<file path="src/hw/rtl/hpq_ram.sv">
// Generic single-port RAM with registered read data.
module hpq_ram #(
  parameter int WIDTH = 64,
  parameter int DEPTH = 2
) (
  input  logic                                    clk,
  input  logic                                    we,
  input  logic                                    re,
  input  logic [$clog2(DEPTH > 1 ? DEPTH : 2)-1:0] addr,
  input  logic [WIDTH-1:0]                        wdata,
  output logic [WIDTH-1:0]                        rdata
);

  logic [WIDTH-1:0] mem [DEPTH];

  always_ff @(posedge clk) begin
    if (we) begin
      mem[addr] <= wdata;
    end else if (re) begin
      rdata <= mem[addr];
    end
  end

endmodule

</file>
<file path="config.mk">
export PLATFORM = sky130hd
export DESIGN_NAME = hpq_ram
export DESIGN_NICKNAME = d
export VERILOG_FILES = /design/src/hw/rtl/hpq_ram.sv
export SDC_FILE = /design/constraint.sdc
export NUM_CORES = 1
export LEC_CHECK = 0
export CAP_MARGIN = 0
export CORE_ASPECT_RATIO = 1.25
export CORE_MARGIN = 4
export CORE_UTILIZATION = 44
export CTS_CLUSTER_SIZE = 24
export DETAILED_ROUTE_END_ITERATION = 10
export DONT_BUFFER_PORTS = 1
export HOLD_SLACK_MARGIN = 0.12
export PLACE_DENSITY = 0.62
export SLEW_MARGIN = 0
export SYNTH_ARGS = -nofsm -noshare
export SYNTH_HDL_FRONTEND = slang
export SYNTH_SLANG_ARGS = --single-unit
</file>
<file path="constraint.sdc">
create_clock -name clk -period 8.4 [get_ports clk]
set_clock_uncertainty 0.2 [all_clocks]
set_input_delay 0.42 -clock clk [delete_from_list [all_inputs] [get_ports clk]]
set_output_delay 0.42 -clock clk [all_outputs]
set_load 0.05 [all_outputs]
</file>
==> results.md <==
- Final RePlAce weighted congestion: approximately 0.67
- Post-place instance area: just under 7000 µm²
- Summed area of non-filler cells in the final layout: 8125 µm²
- Hold violation total from the final report: 0
- Wire length of the first global-routing pass: ~16000 µm
- Proportion of total power due to net switching: 0.2070
- Number of buffers added by the clock tree synthesis step: 17
- Static Leak: 2.790 nW
- Arrival time worst endpoint: ~1100 ps
- Initial Utilization: 0.4490
- Floorplan core area: about 15000 µm²
- Synthesis Warnings: 0
- Status: finished clean
- Source-to-sink clock delay at the later pin of the worst-skew pair: around 420 ps
- Setup Slack @ Placement: ~6500 ps
- Endpoint, Worst Hold: rdata[25]$_DFFE_PP_
- Average cell area after synthesis: about 25 µm²
- Number of antenna violations at the first check in global routing: 0
- Via count: about 2700
- Worst hold path depth: 1
- Total routing usage reported by global routing: 0.1258
- CTS sink count: around 190
- Least-Margin Pin Slew: between 900 and 1000 ps
- Reg-to-Reg End: rdata[51]$_DFFE_PP_
- Overflow after GRT: 0
- Pin count of the biggest net entering global routing: 65
- Unique cell type count in the Yosys netlist: 7
- Final period demand of the worst path: ~1700 ps
- Total chip power: 2.030 mW
- Final total negative setup slack: 0 ps
- Number of register bits inferred by synthesis: roughly 190
- RSZ-0062 raised after global routing: no
- Standard-cell row count: 50
- Setup Crit Path Kind: reg2out
- H-tree levels: 4
- CTS tree: yes
- Remaining DRCs: 0
- Max-Cap Viols: 0
- Startpoint kind of the worst setup timing path: flip-flop
- Switching Power: roughly 0.42 mW
- HP Class: reg2reg
- Die W: ~120 µm
- Reg-to-reg startpoint: mem[0][51]$_DFFE_PP_
- Worst path setup slack after routing: between 6000 and 7000 ps
- Depth of the worst register-to-register path: 1
- Power per cell area: 249.8 nW/µm²
- Worst-case headroom to the max-slew limit: 0.3785
- Clk slew on worst S/H paths: ~60 ps
- Number of nets in the synthesized netlist: between 300 and 400
- Input/output buffers: 0
- Antenna diode count: 0
- Ratio of routed vias to standard cells: 4.926
- I/O Pins: between 100 and 150
- Gate count of the mapped netlist: ~270
- TritonRoute pass-1 iters: 3
- Critical path data required time: ~8000 ps
- CTS Root Buffer Type: clkbuf_16
- Number of endpoints failing setup at the final stage: 0
- Via count of the first global-routing pass: around 2800
- Clock Power Share: 0.371
- Post-layout utilization of the core: 0.5434
- Layout Nets: about 410
- Highest achievable clock rate: 584.7 MHz
- Post-synth design cell area: about 6700 µm²
- Area added between synthesis and finish: 21.02%
- Routed length per instance: slightly below 20 µm
- Die boundary height: around 150 µm
- Start point of the worst hold path: mem[1][25]$_DFFE_PP_
- Die ar.: 17310 µm²
- Drt total wl: between 10000 and 15000 µm
- Number of buffers added for setup after CTS: 0
- Register share of total power: 0.580
- Combinational share of power: 0.049
- Antenna violation net count after detailed routing: 0
- Setup slack of the most critical reg-to-reg path: roughly 7300 ps
- Part of the Yosys area used for sequential elements: 0.8587
- Category of the worst setup path capture point: primary output
- Maximum fanout count along the critical path: 1
- DRT iter0 DRCs: 86
- Max-slew violation count: 0
- Period Utilization, post-route: 0.2036
- Share of cells above drive strength 1: 0.2753
- Peak VDD IR: between 0.15 and 0.2 mV
- Internal power of the cells: between 1.5 and 2 mW
- Clock buffer depth: 2
## area by class of cell
class,count,area (µm²)
Clock inverter,13,123.9
Multi-Input combinational cell,67,899.6
Fill cell,1135,6827
Sequential cell,192,5766
Clock buffer,17,425.4
Timing Repair Buffer,67,683.2
Tap cell,182,227.7
## power by group through the flow
stage | clock [mW] | sequential, mW | combinational [mW]
4_1_cts | 0.775 | 1.18 | 0.102
3_5_place_dp | 0 | 1.20 | 0.0638
2_1_floorplan | 0 | 1.20 | 0.0596
3_3_place_gp | 0 | 1.20 | 0.0623
5_1_grt | 0.815 | 1.18 | 0.109
6_report | 0.753 | 1.18 | 0.0997
## cells by family after synthesis
family                 after synthesis  synth area share
buffers and inverters                7          0.009876
DFF                                192            0.8587
and+or+nand+nor                      3          0.002796
muxes                               64            0.1286
## worst max-delay path by stage
stage,depth (start not counted),from,endpoint,slack (ps)
finish,0,rdata[54]$_DFFE_PP_,rdata[54],6690
CTS,0,rdata[2]$_DFFE_PP_,rdata[2],6640
global route,0,rdata[46]$_DFFE_PP_,rdata[46],6640
detailed placement,2,we,mem[0][29]$_DFFE_PP_,6550
floorplan,3,addr,mem[0][0]$_DFFE_PP_,4140
global placement,2,we,mem[0][33]$_DFFE_PP_,6580
## metrics by stage
| stage | std cells | hold slack [ps] |
|---|---|---|
| floorplan | 266 | 318.9 |
| detailed placement | 443 | 319.0 |
| global placement | 443 | 319.0 |
| CTS | 538 | 346.1 |
| finish | 538 | 342.1 |
| global route | 538 | 352.8 |
## cell usage in the layout, fill, tap and decap left out
master / n
edfxtp_1: 192
dlygate4sd3_1: 64
mux2_4: 38
mux2_2: 26
clkbuf_16: 17
clkinv_2: 5
clkinvlp_4: 3
nor2b_4: 2
clkinv_1: 2
bufinv_16: 2
buf_4: 2
and2_4: 1
clkinv_4: 1
buf_16: 1
## timing repair
item                                    in CTS  in global routing
resized for setup                            0                  0
hold buffers                                65                  0
endpoints found under the setup margin       0                  0
endpoints found under the hold margin      192                  0
## cells in the mapped netlist (all sizes together)
library cell | count | area [µm²]
buf | 7 | 66.31
mux2 | 64 | 863.3
edfxtp | 192 | 5766
and2 | 1 | 6.260
nor2b | 2 | 12.51
## registers in the layout (all words and copies together), names as in the netlist
register  cells
mem         128
rdata        64
## layer usage
metal  share of wire  up-vias  track usage
met5               0        -            0
met4           0.023        0      0.06377
met3           0.055       15      0.05269
met2            0.54       77       0.2163
met1            0.38     1335       0.1320
li1                -     1223            -
No activity file was read; power rests on OpenSTA's default activity.
