### src/hw/rtl/hpq_pkg.sv
// Shared types, sizes and operation codes of the min-heap priority queue.
package hpq_pkg;

  localparam int CAPACITY  = 1024;
  localparam int KEY_W     = 64;
  localparam int CNT_OUT_W = 11;
  // Heap positions are counted from 1, so position CAPACITY sits on level LEVELS-1.
  localparam int LEVELS    = $clog2(CAPACITY + 1);
  localparam int POS_W     = LEVELS;
  localparam int IDX_W     = LEVELS - 1;
  localparam int LVL_W     = $clog2(LEVELS);

  typedef logic signed [KEY_W-1:0] key_t;
  typedef logic [POS_W-1:0]        pos_t;
  typedef logic [IDX_W-1:0]        idx_t;
  typedef logic [LVL_W-1:0]        lvl_t;
  typedef logic [1:0]              op_t;

  localparam op_t OP_INS   = 2'd0;
  localparam op_t OP_SIFT  = 2'd1;
  localparam op_t OP_FETCH = 2'd2;

  localparam key_t EMPTY_KEY = key_t'(127);

  // Command from the sequencer to the level that matches its level field.
  typedef struct packed {
    logic valid;
    op_t  op;
    lvl_t level;
    idx_t idx;
    key_t key;
  } cell_cmd_t;

  // Work handed from one level to the next one down.
  typedef struct packed {
    logic valid;
    op_t  op;
    idx_t idx;
    key_t key;
  } cell_tok_t;

  // Write request sent from a level to the level above it.
  typedef struct packed {
    logic valid;
    idx_t idx;
    key_t key;
  } cell_wb_t;

  // Values shared by every level during one transaction.
  typedef struct packed {
    pos_t ins_pos;
    lvl_t ins_lvl;
    pos_t count;
  } heap_ctx_t;

  // Status a level reports back to the sequencer.
  typedef struct packed {
    logic done;
    logic ret_valid;
    key_t ret_key;
  } cell_stat_t;

  // Level of a heap position: the index of its highest set bit.
  function automatic lvl_t msb_level(input pos_t p);
    lvl_t r;
    r = '0;
    for (int b = 0; b < POS_W; b++) begin
      if (p[b]) begin
        r = lvl_t'(b);
      end
    end
    return r;
  endfunction

endpackage

### src/hw/rtl/hpq_cell.sv
// One heap level: walks an insert or a sift-down, or serves a fetch, through the level's own RAM.
module hpq_cell (
  input  logic               clk,
  input  logic               rst,
  input  hpq_pkg::lvl_t      level_id,
  input  hpq_pkg::cell_cmd_t cmd,
  input  hpq_pkg::heap_ctx_t ctx,
  input  hpq_pkg::cell_tok_t tok_in,
  input  hpq_pkg::cell_wb_t  wb_in,
  output hpq_pkg::cell_tok_t tok_out,
  output hpq_pkg::cell_wb_t  wb_out,
  output hpq_pkg::cell_stat_t stat,
  output logic               ram_we,
  output logic               ram_re,
  output hpq_pkg::idx_t      ram_addr,
  output hpq_pkg::key_t      ram_wdata,
  input  hpq_pkg::key_t      ram_rdata
);
  import hpq_pkg::*;

  localparam logic [2:0] C_IDLE      = 3'd0;
  localparam logic [2:0] C_INS_CMP   = 3'd1;
  localparam logic [2:0] C_SIFT_RD1  = 3'd2;
  localparam logic [2:0] C_SIFT_CMP  = 3'd3;
  localparam logic [2:0] C_FETCH_RET = 3'd4;

  logic [2:0] state, state_next;
  key_t       key, key_next;
  idx_t       idx, idx_next;
  key_t       v0, v0_next;
  logic       lt0, lt0_next;
  logic       c1_ok, c1_ok_next;

  cell_tok_t tin;
  pos_t      base;
  pos_t      p0;
  idx_t      c0;
  logic      c0_ok;
  logic      c1_ok_now;
  lvl_t      bsel;
  logic      pick1;
  logic      move;

  always_comb begin
    tin = tok_in;
    if (!tok_in.valid && cmd.valid && (cmd.level == level_id)) begin
      tin.valid = 1'b1;
      tin.op    = cmd.op;
      tin.idx   = cmd.idx;
      tin.key   = cmd.key;
    end

    // Children of the parent slot named by the incoming token live in this level.
    base      = pos_t'(1) << level_id;
    c0        = idx_t'({tin.idx, 1'b0});
    p0        = base | pos_t'(c0);
    c0_ok     = (p0 <= ctx.count);
    c1_ok_now = ((p0 | pos_t'(1)) <= ctx.count);

    bsel  = ctx.ins_lvl - level_id - lvl_t'(1);
    pick1 = c1_ok && ($signed(ram_rdata) < $signed(v0));
    move  = pick1 ? ($signed(ram_rdata) < $signed(key)) : lt0;

    state_next = state;
    key_next   = key;
    idx_next   = idx;
    v0_next    = v0;
    lt0_next   = lt0;
    c1_ok_next = c1_ok;
    tok_out    = '0;
    wb_out     = '0;
    stat       = '0;
    ram_we     = 1'b0;
    ram_re     = 1'b0;
    ram_addr   = idx;
    ram_wdata  = key;

    case (state)
      C_IDLE: begin
        if (tin.valid) begin
          case (tin.op)
            OP_INS: begin
              if (level_id == ctx.ins_lvl) begin
                ram_we    = 1'b1;
                ram_addr  = tin.idx;
                ram_wdata = tin.key;
                stat.done = 1'b1;
              end else begin
                ram_re     = 1'b1;
                ram_addr   = tin.idx;
                key_next   = tin.key;
                idx_next   = tin.idx;
                state_next = C_INS_CMP;
              end
            end
            OP_FETCH: begin
              ram_re     = 1'b1;
              ram_addr   = tin.idx;
              state_next = C_FETCH_RET;
            end
            OP_SIFT: begin
              key_next   = tin.key;
              idx_next   = tin.idx;
              c1_ok_next = c1_ok_now;
              if (!c0_ok) begin
                wb_out.valid = 1'b1;
                wb_out.idx   = tin.idx;
                wb_out.key   = tin.key;
                stat.done    = 1'b1;
              end else begin
                ram_re     = 1'b1;
                ram_addr   = c0;
                state_next = C_SIFT_RD1;
              end
            end
            default: ;
          endcase
        end
      end
      C_INS_CMP: begin
        tok_out.valid = 1'b1;
        tok_out.op    = OP_INS;
        tok_out.idx   = idx_t'({idx, ctx.ins_pos[bsel]});
        if ($signed(key) < $signed(ram_rdata)) begin
          ram_we      = 1'b1;
          ram_addr    = idx;
          ram_wdata   = key;
          tok_out.key = ram_rdata;
        end else begin
          tok_out.key = key;
        end
        state_next = C_IDLE;
      end
      C_SIFT_RD1: begin
        v0_next  = ram_rdata;
        lt0_next = ($signed(ram_rdata) < $signed(key));
        if (c1_ok) begin
          ram_re   = 1'b1;
          ram_addr = idx_t'({idx, 1'b1});
        end
        state_next = C_SIFT_CMP;
      end
      C_SIFT_CMP: begin
        wb_out.valid = 1'b1;
        wb_out.idx   = idx;
        if (move) begin
          wb_out.key    = pick1 ? ram_rdata : v0;
          tok_out.valid = 1'b1;
          tok_out.op    = OP_SIFT;
          tok_out.idx   = idx_t'({idx, pick1});
          tok_out.key   = key;
        end else begin
          wb_out.key = key;
          stat.done  = 1'b1;
        end
        state_next = C_IDLE;
      end
      C_FETCH_RET: begin
        stat.ret_valid = 1'b1;
        stat.ret_key   = ram_rdata;
        state_next     = C_IDLE;
      end
      default: begin
        state_next = C_IDLE;
      end
    endcase

    // The level below is to write here only while this level is idle; no check is made.
    if (wb_in.valid) begin
      ram_we    = 1'b1;
      ram_re    = 1'b0;
      ram_addr  = wb_in.idx;
      ram_wdata = wb_in.key;
    end
  end

  always_ff @(posedge clk) begin
    if (rst) begin
      state <= C_IDLE;
    end else begin
      state <= state_next;
    end
  end

  always_ff @(posedge clk) begin
    key   <= key_next;
    idx   <= idx_next;
    v0    <= v0_next;
    lt0   <= lt0_next;
    c1_ok <= c1_ok_next;
  end

endmodule

### config.mk
export PLATFORM = sky130hd
export DESIGN_NAME = hpq_cell
export DESIGN_NICKNAME = d
export VERILOG_FILES = /design/src/hw/rtl/hpq_pkg.sv /design/src/hw/rtl/hpq_cell.sv
export SDC_FILE = /design/constraint.sdc
export NUM_CORES = 1
export LEC_CHECK = 0
export BUFFER_PORTS_ARGS = -buffer_cell sky130_fd_sc_hd__buf_2
export CAP_MARGIN = 20
export CORE_AREA = 2 2 242 244
export CTS_BUF_LIST = sky130_fd_sc_hd__clkbuf_8
export CTS_CLUSTER_SIZE = 28
export DETAILED_ROUTE_END_ITERATION = 8
export DIE_AREA = 0 0 244 246
export SYNTH_ARGS = -nofsm -noshare
export SYNTH_HDL_FRONTEND = slang
export SYNTH_SLANG_ARGS = --single-unit
### constraint.sdc
create_clock -name clk -period 6.1 [get_ports clk]
set_input_delay 0.305 -clock clk [delete_from_list [all_inputs] [get_ports clk]]
set_output_delay 0.305 -clock clk [all_outputs]
set_load 0.01 [all_outputs]
==> results of run 1 <==
final cells by class:
cell class              instances  area [sq um]  share of cell area, %
inverters                     162           609                   3.07
multi-input cells            1273          9680                   48.7
clock buffers                  17           234                   1.18
well taps                     765           957                   4.82
repair buffers                699          3900                   19.6
flip-flops and latches        143          4260                   21.5
diodes                          8          20.0                  0.101
clock inverters                15           216                   1.09
worst min-delay path by stage:
stage               end     startpoint  slack [ps]
6_report         v0[38]  ram_rdata[38]          80
5_1_grt          v0[38]  ram_rdata[38]          50
4_1_cts          idx[9]     tok_in[73]           3
3_5_place_dp   state[0]            rst         530
3_3_place_gp   state[1]            rst         520
2_1_floorplan  state[0]            rst         390
cell usage after synthesis, types with 20 or more instances:
| library cell | instances |
|---|---|
| o221ai_2 | 55 |
| a22oi_1 | 64 |
| nand4_1 | 26 |
| a21oi_1 | 49 |
| a211oi_1 | 20 |
| inv_1 | 162 |
| mux2i_1 | 131 |
| mux2_2 | 74 |
| and2_1 | 68 |
| o21ai_1 | 64 |
| nand2_1 | 209 |
| nor2_1 | 92 |
| clkbuf_1 | 49 |
| buf_2 | 23 |
| o21ai_0 | 101 |
| ha_1 | 147 |
| nand3_1 | 22 |
| edfxtp_1 | 140 |
report_power, final:
part / total, mW / internal (mW) / leakage, nW / switching [mW]
clock: 0.941 / 0.484 / 0.223 / 0.457
sequential: 1.17 / 1.14 / 1.31 / 0.0280
combinational: 1.06 / 0.403 / 7.61 / 0.660
metal layers:
layer	up-vias	share of wire, %	global-route usage, %	wire length (um)
met5	-	0.039	0	27
met4	4	3.3	8.84	2310
met3	103	6.3	3.86	4390
met2	747	50	39.6	34500
met1	7589	41	26.5	28200
li1	7425	-	-	-
stage by stage:
stage | area (sq um) | hold WS [ps] | setup WS, ps | cells
global placement | 18900 | 522 | 620 | 2992
CTS | 19900 | 3.01 | 17.9 | 3074
detailed placement | 18900 | 535 | 643 | 2992
floorplan | 15200 | 393 | 479 | 1684
finish | 19900 | 81.0 | 368 | 3082
global route | 19900 | 46.7 | 13.8 | 3076
flip-flops by register name (all words and copies together), names as in the netlist:
name,count
idx,10
v0,64
key,64
c1_ok,1
lt0,1
state,3
cells by family after synthesis:
group | after synthesis | synth area share [%]
simple gates | 465 | 14.3
compound gates | 445 | 22.0
buf+inv | 268 | 8.45
mux | 207 | 14.4
fa+ha+maj | 148 | 12.3
flops | 143 | 28.1
xor+xnor | 7 | 0.405
other cells | 1 | 0.0247
worst max-delay path: cells and delay by family, from the launching register on:
| family | cells | cell delay [ps] |
|---|---|---|
| flip-flops | 1 | 350 |
| AND/OR/NAND/NOR | 3 | 1160 |
| adder cells (fa/ha/maj) | 1 | 460 |
| buffers and inverters | 2 | 380 |
| AO/OA/AOI/OAI | 5 | 2500 |
repair_timing:
| item | in CTS | in global routing |
|---|---|---|
| hold buffers | 50 | 0 |
| hold endpoints to repair | 51 | 0 |
| setup buffers | 0 | 0 |
==> flow_summary.toml, run 1 <==
[outcome]
status = "completed"

[detailed_routing]
drt_wl_total_mm = 69.4
dr.first_iter.drc_count = 923
drt-pass1-iter-count = 5
vias_per_cell = 5.15
num_vias = 15900
antenna_left = 0
wire_per_inst_um = 22.5
drc_errors = 0

[synth]
syn_inst = 1684
synth_top_flop_cell = "edfxtp_1"
seq_area_frac_synth_pct = 28.1
synth_fp_nets = 2161
avgSynthCellArea_sq_um = 9.00
ys_warn_count = 0
synth_area_sq_um = 15200
async_flop_share_pct = 0
synth.top_cell.area_share_pct = 27.7
synth_area_leader_cell = "edfxtp_1"
ys_ff_latch = 143
ys_types = 74
synth_top_cells_by_area = "edfxtp_1 (28%), ha_1 (12%), mux2i_1 (8.7%)"
synth-edff-count = 140

[critical_path]
crit_start = "key[63]"
rr_startpoint = "key[63]"
crit_type = "reg2out"
cp_cell_sequence = "inv_1 -> ha_1 -> nand4_2 -> nor4_4 -> nand3_1 -> a31oi_1 -> o41ai_4 -> a21oi_4 -> a22oi_1 -> o21ai_1 -> buf_2"
crit_end = "tok_out[43]"
cp_max_fo = 23
crit_arrival_ps = 5430
required_ps = 5790
critPathCaptureType = "output port"
r2r_slack_ps = 2740
r2r_cells = 9
slowest_stage = "a21oi_4"
critical_path.max_stage_delay_ps = 820
r2r_end = "lt0"
crit_path_start_kind = "flip-flop"

[finish]
final_cell_mix = "buf_2 (620), nand2_1 (209), inv_1 (162)"
area_growth_pct = 31.2
fillerInstances = 5911
drive_gt1_share_pct = 36.1
utilization_pct = 34.6
mostFrequentLayoutCell = "buf_2"
final_net_count = 2773

[floorplan]
initial_core_util_pct = 26.4
row_count = 88
die_h_um = 246
pin_count = 623
coreArea_sq_um = 57400
die_w_um = 244
die-area_sq_um = 60000

[clock_tree]
cts_buffer_depth = 2
htree_num_levels = 4
clkLatencyLatePin_ps = 560
numCtsBuffers = 17
cts_sinks = 143
cts_tree = "done"
clk_pin_slew_ps = 90
cts_resized = 0
cts_root_buf = "clkbuf_8"

[timing]
slew_viol_final = 0
rsz0062_at_grt = "no"
hold_violations = 0
final.period_utilization_pct = 94.0
fin_crit_ps = 5730
clock_skew_ps = 14.0
setup-violations-final = 0
fin_setup_tns_ps = 0
relSlewSlack_pct = 25.7
max_freq_mhz = 174
max_slew.worst_pin.slew_ps = 1110

[global_route]
grt-ovfl-total = 0
grt_max_degree = 82
first_global_vias = 15800
grt_pass1_wl_mm = 99.7
grt_antenna_before_repair = 10
grtUsageTotal_pct = 22.3

[flow_run]
max_cap_violations = 0

[power_and_ir_drop]
max-vdd-ir-drop_v = 0.000128
p_total_mw = 3.17
p_per_area_nw_per_um2 = 160
p_leak_nw = 9.14

[hold_path]
hold_class = "in2reg"
whs_path_depth = 1

[placed_design]
port-buffer-count = 621
hpwl_mm = 53.7
gp_congestion = 0.969
Power figures use the tool's default switching activity.
==> run 2, diff against run 1 <==
- CTS_CLUSTER_SIZE: 28 -> 16
- GPL_TIMING_DRIVEN: unset -> 0
==> run 2 against run 1 <==
Effect of this change: clock-buffer cell count unchanged; critical path depth is 7 higher; combinational power barely moved; cell count increased by 2.4%; clock skew rose by 1.5 ps; core utilization grew 0.58 points; maximum frequency increased by 4.2%; worst setup slack improved by 230 ps; largest power group unchanged; hold slack got worse by 17 ps; total power about the same; final area rose by 1.7%; highest routed layer unchanged; critical endpoint is now wb_out[26].
==> flow_summary.toml, run 2 (synthesis results as in run 1) <==
[outcome]
status = "completed"

[finish]
fin_cells = 3155
stdcell_area_sq_um = 20200
final_cell_mix = "buf_2 (644), nand2_1 (209), inv_1 (162)"
top_regs = "key (64), v0 (64), idx (10)"
final_net_count = 2850
drive_gt1_share_pct = 36.3
mostFrequentLayoutCell = "buf_2"
fillerInstances = 6137
area_growth_pct = 33.4

[timing]
max_slew.worst_pin.slew_ps = 1070
final.period_utilization_pct = 90.1
rsz0062_at_grt = "no"
relSlewSlack_pct = 28.4
slew_viol_final = 0
fin_setup_tns_ps = 0
whs_ps = 63.8
setup-violations-final = 0
fin_crit_ps = 5500
clock_skew_ps = 15.5
hold_violations = 0
max_freq_mhz = 182

[critical_path]
cp_max_fo = 10
crit_arrival_ps = 5190
crit_type = "in2out"
critPathCaptureType = "output port"
slowest_stage = "clkbuf_1"
cp_common_cell = "buf_2"
cp_cell_sequence = "buf_2 -> xor2_1 -> nor3_1 -> nand4_1 -> clkbuf_1 -> mux2_2 -> o21bai_1 -> ha_1 -> nor2b_1 -> o21ai_0 -> a211o_1 -> o211ai_1 -> and3_1 -> buf_2 -> clkbuf_1 -> nand2_1 -> o221ai_2 -> buf_2"
crit_path_start_kind = "primary input"
required_ps = 5790
worst-path-buf-inv = 5
critical_path.max_stage_delay_ps = 590
path_delay_family = "buffers and inverters"

[clock_tree]
clk_pin_slew_ps = 90
cts_buffer_depth = 2
cts_tree = "done"
cts_sinks = 143
htree_num_levels = 4
numCtsBuffers = 17
cts_root_buf = "clkbuf_8"
clkLatencyLatePin_ps = 550

[hold_path]
hold_class = "in2reg"

[floorplan]
coreArea_sq_um = 57400
die_w_um = 244
die-area_sq_um = 60000
initial_core_util_pct = 26.4
die_h_um = 246
pin_count = 623
row_count = 88

[global_route]
grt-ovfl-total = 0
grt_antenna_before_repair = 8
grt_max_degree = 39
grtUsageTotal_pct = 25.5
first_global_vias = 15800
grt_pass1_wl_mm = 109

[power_and_ir_drop]
p_per_area_nw_per_um2 = 157
p_total_mw = 3.17
p_leak_nw = 9.34
max-vdd-ir-drop_v = 0.000146

[detailed_routing]
antenna_left = 0
dr.first_iter.drc_count = 934
drt_wl_total_mm = 78.5
num_vias = 16000
vias_per_cell = 5.07
wire_per_inst_um = 24.9
drt-pass1-iter-count = 7
drc_errors = 0

[placed_design]
placed_cell_area_sq_um = 19300
place_inst = 3074
port-buffer-count = 620
gp_congestion = 0.920
hpwl_mm = 63.3

[flow_run]
max_cap_violations = 0
[run 2: timing repair]
| item | in CTS | in global routing |
|---|---|---|
| endpoints found under the hold margin | 44 | 0 |
| hold buffers | 43 | 0 |
| endpoints found under the setup margin | 0 | 1 |
| resized for setup | 0 | 3 |
| setup buffers | 0 | 0 |
[run 2: per-layer routing]
layer	global-route usage (%)	vias up	share of wire, %
met5	0	-	0.017
li1	-	7584	-
met1	29.8	7586	40
met2	44.8	719	50
met3	5.82	106	6.7
met4	10.8	2	3.5
[run 2: power breakdown]
part           switching [mW]  internal [mW]
Clock                   0.467          0.443
Sequential             0.0281           1.14
Combinational           0.684          0.410
[run 2: area by class of cell]
type / count / area, sq um / area share [%]
timing repair buffer: 670 / 3640 / 18.0
tap: 765 / 957 / 4.74
multi-input combinational: 1273 / 9620 / 47.6
antenna: 5 / 12.5 / 0.0619
buffer: 106 / 674 / 3.34
inverter: 162 / 611 / 3.02
clock buffer: 17 / 234 / 1.16
clock inverter: 14 / 191 / 0.947
sequential: 143 / 4260 / 21.1
[run 2: through the flow]
step	util, %	setup slack, ps
6_report	35.2	602
5_1_grt	35.2	186
2_1_floorplan	-	479
4_1_cts	35.2	396
3_3_place_gp	33.5	-3580
3_5_place_dp	33.7	391
[run 2: path summary, 6_finish.rpt]
check	startpoint	end	slack, ps	cells after the start
worst max-delay path	level_id[3]	wb_out[26]	600	18
worst min-delay path	ram_rdata[43]	v0[43]	60	1
worst max register to register	key[63]	lt0	2900	9
worst min register to register	state[1]	state[1]	780	3
==> run 3, diff against run 2 <==
==> constraint.sdc (replaced) <==
create_clock -name clk -period 6.1 [get_ports clk]
set_input_delay 1.525 -clock clk [delete_from_list [all_inputs] [get_ports clk]]
set_output_delay 1.525 -clock clk [all_outputs]
set_load 0.01 [all_outputs]
==> run 3 against run 2 <==
Effect of this change: the run now ends with negative setup slack left; critical path depth is 3 higher; register-to-register slack better by 450 ps; sequential cell count stayed put; critical path type unchanged; global-route usage is 0.88 points higher; clock-buffer cell count stayed put; maximum frequency is 17% lower; via count is 2.5% higher; die area stayed put.
==> flow_summary.toml, run 3 (synthesis results as in run 1) <==
[finish]
fin_cells = 3168
final_cell_mix = "buf_2 (567), inv_1 (161), nand2_1 (147)"
final_net_count = 2858
utilization_pct = 39.4
top_regs = "key (64), v0 (64), idx (10)"
drive_gt1_share_pct = 46.6
mostFrequentLayoutCell = "buf_2"
area_growth_pct = 49.3
fillerInstances = 5870

[outcome]
violations = "negative setup slack"
status = "finished with violations"

[clock_tree]
cts_buffer_depth = 2
clk_pin_slew_ps = 90
numCtsBuffers = 17
cts_tree = "done"
cts_root_buf = "clkbuf_8"
htree_num_levels = 4
cts_sinks = 143
clkLatencyLatePin_ps = 580

[timing]
setup-violations-final = 108
slew_viol_final = 0
final.period_utilization_pct = 109
fin_crit_ps = 6620
whs_ps = 795
clock_skew_ps = 17.5
relSlewSlack_pct = 25.5
max_slew.worst_pin.slew_ps = 1110
rsz0062_at_grt = "yes"
hold_violations = 0
fin_ws_ps = -522
max_freq_mhz = 151

[placed_design]
port-buffer-count = 620
gp_congestion = 0.931
place_inst = 3075
hpwl_mm = 64.2

[detailed_routing]
drt_wl_total_mm = 82.8
num_vias = 16400
antenna_left = 0
wire_per_inst_um = 26.1
vias_per_cell = 5.18
dr.first_iter.drc_count = 887
drt-pass1-iter-count = 5
drc_errors = 0

[global_route]
grt-ovfl-total = 0
grt_max_degree = 37
first_global_vias = 16000
grtUsageTotal_pct = 26.4
grt_antenna_before_repair = 14
grt_pass1_wl_mm = 113

[critical_path]
crit_path_start_kind = "primary input"
crit_type = "in2out"
required_ps = 4580
crit_arrival_ps = 5100
cp_max_fo = 8
critPathCaptureType = "output port"
rr_startpoint = "key[40]"
crit_start = "cmd[74]"

[floorplan]
coreArea_sq_um = 57400
die_h_um = 246
die_w_um = 244
initial_core_util_pct = 26.4
pin_count = 623
die-area_sq_um = 60000
row_count = 88

[flow_run]
max_cap_violations = 0

[power_and_ir_drop]
max-vdd-ir-drop_v = 0.000148
p_per_area_nw_per_um2 = 143
p_leak_nw = 10.4

[hold_path]
hold_start = "state[1]"
hold_class = "reg2reg"
[run 3: changes by cell type in the layout (fill, tap and decap cells not counted), sizes merged, moves of 2 or more]
cell         before  now
buf             682  723
clkinv            5    8
bufinv            4    1
inv             165  163
diode             5    9
dlygate4sd3      43    0
clkinvlp          2    5
clkbuf           68   77
[run 3: routing by layer]
metal  GRT usage (%)  up-vias  wire length [um]
met5               0        -                55
met4            10.5        8              3480
met3            6.37      154              5970
met2            46.4      686             40400
met1            30.8     7923             32900
li1                -     7626                 -
[run 3: worst paths after layout]
check        cells past startpoint  slack [ps]         end
max                             21        -520  wb_out[33]
min                              3         790    state[0]
max reg2reg                     11        3350         lt0
min reg2reg                      3         790    state[0]
[run 3: power breakdown]
group	switching (mW)	internal, mW	leakage, nW	total, mW
clock network	0.490	0.317	0.171	0.807
logic	0.768	0.495	8.89	1.26
registers	0.0279	1.14	1.31	1.17
total	1.29	1.95	10.4	3.24
[run 3: cell type report]
cell class / instances / area [sq um] / share of cell area (%)
clock buffers: 17 / 234 / 1.03
well taps: 765 / 957 / 4.23
multi-input cells: 1274 / 11100 / 49.2
inverters: 162 / 611 / 2.70
diodes: 9 / 22.5 / 0.0995
clock inverters: 15 / 123 / 0.542
flip-flops and latches: 143 / 4260 / 18.8
plain buffers: 103 / 1030 / 4.55
repair buffers: 680 / 4240 / 18.8
[run 3: repair_timing]
| item | 4_1_cts | 5_1_grt |
|---|---|---|
| gates resized for setup | 226 | 287 |
| setup buffers | 26 | 17 |
| setup endpoints to repair | 228 | 228 |
| hold buffers | 0 | 0 |
| gates cloned | 8 | 6 |
| pin swaps | 46 | 35 |
[run 3: through the flow]
stage	power (mW)	TNS, ps	setup WS [ps]	cell area, sq um
floorplan	1.75	-2490	-62.2	15200
global placement	2.25	-639150	-2880	19200
detailed placement	2.26	-311770	-2250	19300
CTS	3.16	-52040	-517	21100
global route	3.39	-60120	-693	22600
finish	3.24	-39570	-522	22600
[run 3: worst max-delay path, stage by stage]
cell	delay [ps]
buf_8	100
xor2_2	160
nor3_2	220
nand4_1	150
buf_6	170
clkbuf_16	150
mux2_4	300
o21bai_1	160
ha_1	320
buf_4	120
buf_4	90
nand4_1	90
nor3_2	220
o21ai_1	110
o211ai_1	180
and3_4	300
buf_12	200
clkbuf_16	200
nand2_4	50
o221ai_4	70
buf_2	170
